### src/rtl/core/ipoc_pkg.sv
`default_nettype none
// ----------------------------------------------------------------------------
// ipoc_pkg: shared types and constants
// Widths, limits, status codes and the multiplier request/response beats.
// ----------------------------------------------------------------------------
package ipoc_pkg;

    localparam int DATA_WIDTH = 64;
    localparam int HALF_W     = DATA_WIDTH / 2;
    localparam int PROD_W     = 2 * DATA_WIDTH;
    localparam int EXP_W      = 32;

    localparam logic [DATA_WIDTH-1:0] LIMIT =
        DATA_WIDTH'((65'd1 << (DATA_WIDTH - 1)) - 65'd1);
    localparam logic [DATA_WIDTH-1:0] SQUARE_CAP = DATA_WIDTH'(100000000);

    localparam logic [1:0] ST_OK       = 2'd0;
    localparam logic [1:0] ST_OVERFLOW = 2'd1;
    localparam logic [1:0] ST_DOMAIN   = 2'd2;

    typedef struct packed {
        logic                  start;
        logic [DATA_WIDTH-1:0] a;
        logic [DATA_WIDTH-1:0] b;
    } mul_req_t;

    typedef struct packed {
        logic              done;
        logic [PROD_W-1:0] prod;
    } mul_rsp_t;

endpackage : ipoc_pkg
`default_nettype wire

### src/rtl/core/integer_power_overflow_check_top.sv
`default_nettype none
// ----------------------------------------------------------------------------
// integer_power_overflow_check_top: signed integer power with overflow check
// Square-and-multiply over the exponent magnitude on one shared multiplier.
// ----------------------------------------------------------------------------
// Usage:
//   A beat (base, exponent) is taken at a clock edge where start is high and
//   busy is low. Each beat gives one result beat: value, status, reciprocal
//   and negative are valid for the single cycle in which done is high.
//   Zero, unit and minus-unit exponents and bases of 0, 1 and -1 give their
//   result in the cycle after acceptance, with busy staying low.
//   Other beats run the square-and-multiply loop: each multiply goes through
//   the four-partial-product multiplier, each exponent bit at most two
//   multiplies plus a check state. The overflow bound allows at most five
//   squarings, so the loop runs at most six steps; done follows in the cycle
//   after busy falls, and the next beat can be taken at the edge that ends
//   the done cycle. busy is high throughout the loop. done has no
//   back-pressure: the receiver must take each result beat when it appears.
//   Reset clears the sequencer and drops done and busy.
// ----------------------------------------------------------------------------
module integer_power_overflow_check_top
    import ipoc_pkg::*;
(
    input  wire logic                         clk,
    input  wire logic                         rst_n,
    input  wire logic                         start,
    output logic                              busy,
    input  wire logic signed [DATA_WIDTH-1:0] base,
    input  wire logic signed [EXP_W-1:0]      exponent,
    output logic                              done,
    output logic signed [DATA_WIDTH-1:0]      value,
    output logic        [1:0]                 status,
    output logic                              reciprocal,
    output logic                              negative
);

    localparam logic [2:0] S_IDLE    = 3'd0;
    localparam logic [2:0] S_CHECK   = 3'd1;
    localparam logic [2:0] S_MUL_ACC = 3'd2;
    localparam logic [2:0] S_MUL_SQ  = 3'd3;
    localparam logic [2:0] S_FIN     = 3'd4;

    logic [2:0]            state_reg,  state_next;
    logic [EXP_W-1:0]      k_reg,      k_next;
    logic [DATA_WIDTH-1:0] p_reg,      p_next;
    logic [DATA_WIDTH-1:0] acc_reg,    acc_next;
    logic                  inv_reg,    inv_next;
    logic                  negz_reg,   negz_next;
    logic                  done_reg,   done_next;
    logic [DATA_WIDTH-1:0] value_reg,  value_next;
    logic [1:0]            status_reg, status_next;
    logic                  recip_reg,  recip_next;
    logic                  neg_reg,    neg_next;

    mul_req_t mul_req;
    mul_rsp_t mul_rsp;

    logic [DATA_WIDTH-1:0] base_u;
    logic [EXP_W-1:0]      exp_u;
    logic                  inv_in;
    logic [EXP_W-1:0]      mag_in;
    logic                  bneg_in;
    logic                  base_zero;
    logic                  base_one;
    logic                  base_mone;
    logic                  prod_over;
    logic                  p_capped;
    logic [DATA_WIDTH-1:0] acc_new;

    assign base_u    = DATA_WIDTH'(base);
    assign exp_u     = EXP_W'(exponent);
    assign inv_in    = exp_u[EXP_W-1];
    assign mag_in    = inv_in ? (EXP_W'(0) - exp_u) : exp_u;
    assign bneg_in   = base_u[DATA_WIDTH-1];
    assign base_zero = (base_u == '0);
    assign base_one  = (base_u == DATA_WIDTH'(1));
    assign base_mone = (base_u == '1);
    assign prod_over = (mul_rsp.prod > {{DATA_WIDTH{1'b0}}, LIMIT});
    assign p_capped  = (p_reg >= SQUARE_CAP);
    assign acc_new   = mul_rsp.prod[DATA_WIDTH-1:0] - p_reg;

    ipoc_mul u_mul
    (
        .clk   (clk),
        .rst_n (rst_n),
        .req   (mul_req),
        .rsp   (mul_rsp)
    );

    always_comb
    begin
        state_next  = state_reg;
        k_next      = k_reg;
        p_next      = p_reg;
        acc_next    = acc_reg;
        inv_next    = inv_reg;
        negz_next   = negz_reg;
        done_next   = 1'b0;
        value_next  = value_reg;
        status_next = status_reg;
        recip_next  = recip_reg;
        neg_next    = neg_reg;
        mul_req.start = 1'b0;
        mul_req.a     = acc_reg + DATA_WIDTH'(1);
        mul_req.b     = p_reg;

        case (state_reg)
            S_IDLE:
            begin
                if (start)
                begin
                    if (mag_in == '0)
                    begin
                        done_next   = 1'b1;
                        value_next  = DATA_WIDTH'(1);
                        status_next = ST_OK;
                        recip_next  = 1'b0;
                        neg_next    = 1'b0;
                    end
                    else if (mag_in == EXP_W'(1))
                    begin
                        done_next = 1'b1;
                        if (inv_in && base_zero)
                        begin
                            value_next  = '0;
                            status_next = ST_DOMAIN;
                            recip_next  = 1'b0;
                            neg_next    = 1'b0;
                        end
                        else
                        begin
                            value_next  = base_u;
                            status_next = ST_OK;
                            recip_next  = inv_in && !base_one && !base_mone;
                            neg_next    = bneg_in;
                        end
                    end
                    else if (base_zero)
                    begin
                        done_next   = 1'b1;
                        value_next  = '0;
                        status_next = inv_in ? ST_DOMAIN : ST_OK;
                        recip_next  = 1'b0;
                        neg_next    = 1'b0;
                    end
                    else if (base_one || base_mone)
                    begin
                        done_next   = 1'b1;
                        status_next = ST_OK;
                        recip_next  = 1'b0;
                        neg_next    = base_mone && mag_in[0];
                        value_next  = (base_mone && mag_in[0]) ? '1 : DATA_WIDTH'(1);
                    end
                    else
                    begin
                        p_next     = bneg_in ? (DATA_WIDTH'(0) - base_u) : base_u;
                        acc_next   = DATA_WIDTH'(1);
                        k_next     = mag_in;
                        inv_next   = inv_in;
                        negz_next  = bneg_in && mag_in[0];
                        state_next = S_CHECK;
                    end
                end
            end
            S_CHECK:
            begin
                if (k_reg == '0)
                begin
                    state_next = S_FIN;
                end
                else if (k_reg[0])
                begin
                    mul_req.start = 1'b1;
                    state_next    = S_MUL_ACC;
                end
                else if (p_capped)
                begin
                    done_next   = 1'b1;
                    value_next  = '0;
                    status_next = ST_OVERFLOW;
                    recip_next  = inv_reg;
                    neg_next    = negz_reg;
                    state_next  = S_IDLE;
                end
                else
                begin
                    mul_req.start = 1'b1;
                    mul_req.a     = p_reg;
                    state_next    = S_MUL_SQ;
                end
            end
            S_MUL_ACC:
            begin
                if (mul_rsp.done)
                begin
                    // (acc+1)*p > LIMIT is the same test as acc >= LIMIT/p
                    if (prod_over || (k_reg != EXP_W'(1) && p_capped))
                    begin
                        done_next   = 1'b1;
                        value_next  = '0;
                        status_next = ST_OVERFLOW;
                        recip_next  = inv_reg;
                        neg_next    = negz_reg;
                        state_next  = S_IDLE;
                    end
                    else if (k_reg == EXP_W'(1))
                    begin
                        acc_next   = acc_new;
                        state_next = S_FIN;
                    end
                    else
                    begin
                        acc_next      = acc_new;
                        mul_req.start = 1'b1;
                        mul_req.a     = p_reg;
                        state_next    = S_MUL_SQ;
                    end
                end
            end
            S_MUL_SQ:
            begin
                if (mul_rsp.done)
                begin
                    p_next     = mul_rsp.prod[DATA_WIDTH-1:0];
                    k_next     = k_reg >> 1;
                    state_next = S_CHECK;
                end
            end
            S_FIN:
            begin
                done_next   = 1'b1;
                value_next  = negz_reg ? (DATA_WIDTH'(0) - acc_reg) : acc_reg;
                status_next = ST_OK;
                recip_next  = inv_reg;
                neg_next    = negz_reg;
                state_next  = S_IDLE;
            end
            default:
            begin
                state_next = S_IDLE;
            end
        endcase
    end

    always_ff @(posedge clk or negedge rst_n)
    begin
        if (!rst_n)
        begin
            state_reg <= S_IDLE;
            done_reg  <= 1'b0;
        end
        else
        begin
            state_reg <= state_next;
            done_reg  <= done_next;
        end
    end

    always_ff @(posedge clk)
    begin
        k_reg      <= k_next;
        p_reg      <= p_next;
        acc_reg    <= acc_next;
        inv_reg    <= inv_next;
        negz_reg   <= negz_next;
        value_reg  <= value_next;
        status_reg <= status_next;
        recip_reg  <= recip_next;
        neg_reg    <= neg_next;
    end

    assign busy       = (state_reg != S_IDLE);
    assign done       = done_reg;
    assign value      = value_reg;
    assign status     = status_reg;
    assign reciprocal = recip_reg;
    assign negative   = neg_reg;

`ifndef NO_ASSERTIONS
    a_mul_start_state: assert property (@(posedge clk) disable iff (!rst_n)
        mul_req.start |=> (state_reg == S_MUL_ACC || state_reg == S_MUL_SQ))
        else $error("multiplier started outside a multiply state");

    a_mul_done_state: assert property (@(posedge clk) disable iff (!rst_n)
        mul_rsp.done |-> (state_reg == S_MUL_ACC || state_reg == S_MUL_SQ))
        else $error("multiplier beat with no multiply pending");

    a_ovf_value: assert property (@(posedge clk) disable iff (!rst_n)
        (done && status == ST_OVERFLOW) |-> (value == '0))
        else $error("overflow result carries a value");

    a_domain_clean: assert property (@(posedge clk) disable iff (!rst_n)
        (done && status == ST_DOMAIN) |-> (value == '0 && !reciprocal && !negative))
        else $error("domain error result carries marks");
`endif

endmodule : integer_power_overflow_check_top
`default_nettype wire

### src/rtl/core/ipoc_mul.sv
`default_nettype none
// ----------------------------------------------------------------------------
// ipoc_mul: iterative unsigned multiplier
// Full-width product from four half-width partial products, one per cycle,
// each registered before it is shifted into the running sum.
// ----------------------------------------------------------------------------
module ipoc_mul
    import ipoc_pkg::*;
(
    input  wire logic     clk,
    input  wire logic     rst_n,
    input  wire mul_req_t req,
    output mul_rsp_t      rsp
);

    localparam logic [2:0] LAST_CNT = 3'd4;
    localparam logic [1:0] SH_ZERO  = 2'd0;
    localparam logic [1:0] SH_ONE   = 2'd1;

    logic                  run_reg;
    logic                  done_reg;
    logic [2:0]            cnt_reg;
    logic [DATA_WIDTH-1:0] a_reg;
    logic [DATA_WIDTH-1:0] b_reg;
    logic [DATA_WIDTH-1:0] pp_reg;
    logic [1:0]            sh_reg;
    logic [PROD_W-1:0]     sum_reg;

    logic [HALF_W-1:0]     a_half;
    logic [HALF_W-1:0]     b_half;
    logic [PROD_W-1:0]     pp_shifted;

    assign a_half = cnt_reg[1] ? a_reg[DATA_WIDTH-1:HALF_W] : a_reg[HALF_W-1:0];
    assign b_half = cnt_reg[0] ? b_reg[DATA_WIDTH-1:HALF_W] : b_reg[HALF_W-1:0];

    always_comb
    begin
        case (sh_reg)
            SH_ZERO:
            begin
                pp_shifted = {{DATA_WIDTH{1'b0}}, pp_reg};
            end
            SH_ONE:
            begin
                pp_shifted = {{HALF_W{1'b0}}, pp_reg, {HALF_W{1'b0}}};
            end
            default:
            begin
                pp_shifted = {pp_reg, {DATA_WIDTH{1'b0}}};
            end
        endcase
    end

    always_ff @(posedge clk or negedge rst_n)
    begin
        if (!rst_n)
        begin
            run_reg  <= 1'b0;
            done_reg <= 1'b0;
            cnt_reg  <= '0;
        end
        else if (req.start)
        begin
            run_reg  <= 1'b1;
            done_reg <= 1'b0;
            cnt_reg  <= '0;
        end
        else if (run_reg)
        begin
            cnt_reg <= cnt_reg + 3'd1;
            if (cnt_reg == LAST_CNT)
            begin
                run_reg  <= 1'b0;
                done_reg <= 1'b1;
            end
        end
        else
        begin
            done_reg <= 1'b0;
        end
    end

    always_ff @(posedge clk)
    begin
        if (req.start)
        begin
            a_reg   <= req.a;
            b_reg   <= req.b;
            sum_reg <= '0;
        end
        else if (run_reg)
        begin
            pp_reg <= DATA_WIDTH'(a_half) * DATA_WIDTH'(b_half);
            sh_reg <= 2'(cnt_reg[1]) + 2'(cnt_reg[0]);
            if (cnt_reg != 3'd0)
            begin
                sum_reg <= sum_reg + pp_shifted;
            end
        end
    end

    assign rsp.done = done_reg;
    assign rsp.prod = sum_reg;

endmodule : ipoc_mul
`default_nettype wire
### config.mk
export PLATFORM = sky130hd
export DESIGN_NAME = integer_power_overflow_check_top
export DESIGN_NICKNAME = d
export VERILOG_FILES = /design/src/rtl/core/ipoc_pkg.sv /design/src/rtl/core/integer_power_overflow_check_top.sv /design/src/rtl/core/ipoc_mul.sv
export SDC_FILE = /design/constraint.sdc
export NUM_CORES = 2
export LEC_CHECK = 0
export BUFFER_PORTS_ARGS = -buffer_cell sky130_fd_sc_hd__buf_2
export CORE_MARGIN = 3
export CORE_UTILIZATION = 40
export DETAILED_ROUTE_END_ITERATION = 8
export MAX_ROUTING_LAYER = met4
export SLEW_MARGIN = 20
export SYNTH_ARGS = -nofsm -noshare
export SYNTH_HDL_FRONTEND = slang
export SYNTH_HIERARCHICAL = 1
export SYNTH_SLANG_ARGS = --single-unit
### constraint.sdc
create_clock -name clk -period 13.6 [get_ports clk]
set_clock_uncertainty 0.2 [all_clocks]
set_input_delay 0.68 -clock clk [delete_from_list [all_inputs] [get_ports clk]]
set_output_delay 0.68 -clock clk [all_outputs]
set_load 0.01 [all_outputs]
# ---- Word level (Yosys, flattened, before mapping)
# Cells that the tools add are included.
dict set report totals {
  ff_bits 561
  latch_bits 0
  ram_bits 0
  romBits 0
  out_inout_bits 70
  wordCells 206
  memories 0
}
dict set report op_classes {
  add_sub_neg 8
  n_mul 1
  n_div 0
  magnitude_cmp 2
  n_eq_ne 25
  n_shift 0
  mux 118
  bitwise 5
  reduce_logical 28
}
# cell n
set op_table {}
lappend op_table {{$mux 64} 28}
lappend op_table {{$mux 65} 5}
lappend op_table {{$mux 32} 9}
lappend op_table {{$pmux 128 s2} 1}
lappend op_table {{$pmux 64 s2} 2}
lappend op_table {{$pmux 64 s4} 1}
lappend op_table {{$pmux 65 s2} 1}
lappend op_table {{$add 128x128->128} 1}
lappend op_table {{$gt 128x63->1 const B} 1}
lappend op_table {{$sub 1x64->64 const A} 2}
lappend op_table {{$add 64x1->64 const B} 1}
lappend op_table {{$eq 32x1->1 const B} 2}
lappend op_table {{$eq 64x1->1 const B} 1}
lappend op_table {{$eq 64x64->1 const B} 1}
lappend op_table {{$ge 64x27->1 const B} 1}
lappend op_table {{$logic_not 32->1} 2}
lappend op_table {{$logic_not 64->1} 1}
lappend op_table {{$mul 32x32->64} 1}
lappend op_table {{$pmux 32 s2} 1}
lappend op_table {{$sub 64x64->64} 1}
lappend op_table {{$mux 1} 39}
lappend op_table {{$mux 3} 13}
lappend op_table {{$ne 32x1->1 const B} 1}
lappend op_table {{$sub 1x32->32 const A} 1}
lappend op_table {{27 further kinds} 70}

# ---- Logic depth before layout (Yosys ltp)
dict set report depth {
  depth_word 10
  mapped_depth 34
  ltp_nobuf 30
}

# ---- Cells and area by module
# Netlist, hierarchy kept.
# module instances cells_each area_each_um2 seq_area_each_um2
set modules_own_cells {}
lappend modules_own_cells {ipoc_mul 1 6081 53105.9 8513.2}
lappend modules_own_cells {integer_power_overflow_check_top 1 2338 19817.8 7006.7}

# ---- Worst setup path after synthesis
# No wires, ideal clock.
dict set report synth_timing {
  kind {register to register}
  start {reg u_mul.cnt_reg[0]}
  end {reg u_mul.pp_reg[57], data pin}
  t_arrival_ps 8912
  path_slack_ps 4352
  stages_incl_launch_ff 32
  path_buffers 5
  period_less_slack_ps 9248
  path_cell_list {dfrtp_1 > clkbuf_1 > clkbuf_1 > clkbuf_1 > buf_1 > mux2_1 > nand2_1 > fa_1 > fa_1 > fa_1 > fa_1 > inv_1 > fa_1 > inv_1 > fa_1 > inv_1 > fa_1 > inv_1 > fa_1 > inv_1 > ha_1 > buf_2 > nand4_1 > nor3_1 > or3b_1 > and4_1 > o31ai_2 > a21oi_1 > o21ai_1 > a221oi_1 > or4b_1 > nand3_1}
}
dict set report synth_between {
  elab_chain_len 2
}
# element line
set synth_lines {}
lappend synth_lines {{start: declaration} ipoc_mul.sv:22} ;# logic [2:0] cnt_reg;
lappend synth_lines {{start signal: assignment} ipoc_mul.sv:70} ;# cnt_reg <= cnt_reg + 3'd1;
lappend synth_lines {{$mux 32} ipoc_mul.sv:34} ;# assign b_half = cnt_reg[0] ? b_reg[DATA_WIDTH-1:HALF_W] : b_reg[HALF_W-1:0];
lappend synth_lines {{$mul 32x32->64} ipoc_mul.sv:93} ;# pp_reg <= DATA_WIDTH'(a_half) * DATA_WIDTH'(b_half);
lappend synth_lines {{end signal: assignment} ipoc_mul.sv:93}
lappend synth_lines {{end: declaration} ipoc_mul.sv:25} ;# logic [DATA_WIDTH-1:0] pp_reg;
# No other way between the ends.
# A chain may end at the register's enable or synchronous reset.

# ---- Worst setup path in the final report
dict set report layout_timing {
  start {reg u_mul.cnt_reg[1]}
  end {reg u_mul.pp_reg[61], data pin}
}
dict set report layout_between {
  elab_chain_len 2
}
# element line
set layout_lines {}
lappend layout_lines {{$mux 32} ipoc_mul.sv:33} ;# assign a_half = cnt_reg[1] ? a_reg[DATA_WIDTH-1:HALF_W] : a_reg[HALF_W-1:0];
lappend layout_lines {{$mul 32x32->64} ipoc_mul.sv:93}
# No other way between the ends.

==> results.sh <==
export IMPL_worstPathRequired_ns=13.79
export IMPL_grt_use_met1_pct=40.28
export IMPL_synth_flop_cell="edfxtp_1"
export IMPL_synth_edf_count=424
export IMPL_syn_inst=8419
export IMPL_place_ws_ns=2.981
export IMPL_cts_tree="built"
export IMPL_min_path_cells=2
export IMPL_start_util_pct=40.30
export IMPL_stdcell_area_um2=78440
export IMPL_dpl_cell_area_um2=76110
export IMPL_fin_crit_ns=10.73
export IMPL_synthTopCellsByArea="fa_1 25%, edfxtp_1 17%, ha_1 7.9%"
export IMPL_synth_cell_types=102
export IMPL_fillCellCount=17820
export IMPL_rows=156
export IMPL_run_status="finished clean"
export IMPL_cts_resized=0
export IMPL_rrSetupSlack_ns=2.87
export IMPL_coreArea_um2=180900
export IMPL_io_buffers=168
export IMPL_ys_seq_elements=561
export IMPL_maxSlewHeadroom_pct=18.85
export IMPL_syn_cell_area_um2=72920
export IMPL_syn_nets=9878
export IMPL_fmax_ghz=0.09321
export IMPL_fin_setup_tns_ns=0
export IMPL_drv_slew=0
export IMPL_root_buffer="clkbuf_16"
export IMPL_drtAntennaViolNets=0
export IMPL_die_height_um=433.0
export IMPL_drc=0
export IMPL_cts_sinks=561
export IMPL_critical_path_max_stage_delay_ns=0.78
export IMPL_hold_class="in -> reg"
export IMPL_holdWs_ns=0.07011
export IMPL_setup_slack_ns=2.872
export IMPL_crit_path_end_kind="flip-flop"
export IMPL_worstPathArrival_ns=10.92
export IMPL_yosysSeqAreaShare_pct=21.28
export IMPL_grtUsageMet2_pct=49.11
export IMPL_finalSetupViolations=0
export IMPL_crit_type="reg -> reg"
export IMPL_largest_reg_flops=128
export IMPL_ios=169
export IMPL_rsz0062_at_grt="no"
export IMPL_grt_overflow=0
export IMPL_die_w_um=433.0
export IMPL_gp_congestion=1.013
export IMPL_multi_input_area_um2=51880
export IMPL_wl_mm=287.9
export IMPL_regArea_um2=15530
export IMPL_synth_top_cells_by_count="1083 x inv_1, 1073 x nand2_1, 1027 x nor2_1"
export IMPL_crit_family="adder cells"
export IMPL_busiest_layer="met2"
export IMPL_crit_top_cell="fa_1"
export IMPL_layout_drive_gt1_share_pct=7.569
export IMPL_synth_top_area_share_pct=24.65
export IMPL_insertion_delay_ns=0.70
export IMPL_yosys_cell_count_top_type="inv_1"
export IMPL_die_area_um2=187500
export IMPL_viasPerCell=5.863
export IMPL_critPathMaxFanout=38
export IMPL_cap_viol_max_count=0
export IMPL_htreeDepth=3
export IMPL_ys_warn_count=6
export IMPL_antenna_found_initial=30
export IMPL_holdCritStartpoint="start"
export IMPL_grt_usage_pct=31.57
export IMPL_r2r_end="u_mul/pp_reg[61]"
export IMPL_area_growth_pct=7.565
export IMPL_synth_top_area_cell="fa_1"
export IMPL_drt_iter0_drc=6844
export IMPL_crit_buf_inv=8
export IMPL_slowest_stage="a221oi_1"
export IMPL_avgSynthCellArea_um2=8.662
export IMPL_worstMarginPinSlew_ns=1.205
export IMPL_grt_pass1_wl_mm=424.3
export IMPL_async_flop_share_pct=1.604
export IMPL_clkTransAtPathRegs_ns=0.06
export IMPL_fin_nets=9770
export IMPL_cts_buffers=67
export IMPL_hold_violations=0
export IMPL_hold_path_endpoint="done"
export IMPL_cts_max_path_buffers=3
export IMPL_vias=63040
export IMPL_cp_start_kind="flip-flop"
export IMPL_fin_crit_sh_pct=78.88
export IMPL_first_pass_iters=6
export IMPL_r2r_cells=29
export IMPL_r2r_start="u_mul/cnt_reg[1]"
export IMPL_place_hpwl_mm=226.9
export IMPL_wire_per_inst_um=26.78
export IMPL_grt_util_met3_pct=5.667
export IMPL_grt_pass1_vias=63250
export IMPL_grt_start_max_net_pins=177
## area by class of cell
type / count / share of cell area, %
diodes: 18 / 0.05742
repair buffers: 279 / 2.153
clock buffers: 82 / 2.275
inverters: 1083 / 5.182
multi-input cells: 6319 / 66.15
clock inverters: 39 / 0.6109
flip-flops and latches: 561 / 19.80
well taps: 2370 / 3.780
## placed cells by master (no fill, tap or decap), drive strengths merged, types with 69 or more instances in the layout
master,instances
nor3,80
dfxtp,128
mux2i,105
clkbuf,82
nand2,1075
nor2,1028
a21o,120
ha,462
buf,278
o22ai,71
nand4,149
o21ai,394
nor4,69
fa,898
xnor2,181
edfxtp,424
a21oi,483
xor2,237
nand3,102
o21bai,81
and2,84
inv,1087
## what timing repair did
item	4_1_cts	5_1_grt
buffers inserted	0	0
hold buffers	1	0
hold endpoints to repair	9	0
## cell families after synthesis
kind of cell    after synthesis  synth area share (%)
flops                       561                 21.28
simple gates               2856                 17.27
buf+inv                    1539                 8.050
compound gates             1513                 13.31
fa+ha+maj                  1360                 32.58
mux                         172                 2.476
xor+xnor                    418                 5.031
## per-stage QoR
step / std cells / utilization, %
6_report: 10750 / 43.35
5_1_grt: 10750 / 43.34
4_1_cts: 10730 / 43.32
3_5_place_dp: 10610 / 42.07
3_3_place_gp: 10610 / 42.07
2_1_floorplan: 8419 / -
## per-layer routing
metal	wire (µm)	part of all wire, %
met5	0	0
met2	131100	46
met3	25720	8.9
met1	116100	40
met4	14970	5.2
## worst max-delay path by stage
stage | startpoint | end | slack, ns | depth (start not counted)
2_1_floorplan | u_mul/cnt_reg[0] | u_mul/pp_reg[57] | 4.35 | 31
5_1_grt | u_mul/cnt_reg[1] | u_mul/pp_reg[61] | 2.54 | 29
3_3_place_gp | u_mul/cnt_reg[1] | u_mul/pp_reg[57] | 3.01 | 30
6_report | u_mul/cnt_reg[1] | u_mul/pp_reg[61] | 2.87 | 29
4_1_cts | u_mul/cnt_reg[1] | u_mul/pp_reg[61] | 2.95 | 29
3_5_place_dp | u_mul/cnt_reg[1] | u_mul/pp_reg[61] | 2.98 | 29
Power is left out: the tool's default activity adds up to more than one toggle a clock period on the data nets, which glitch-free logic cannot reach.
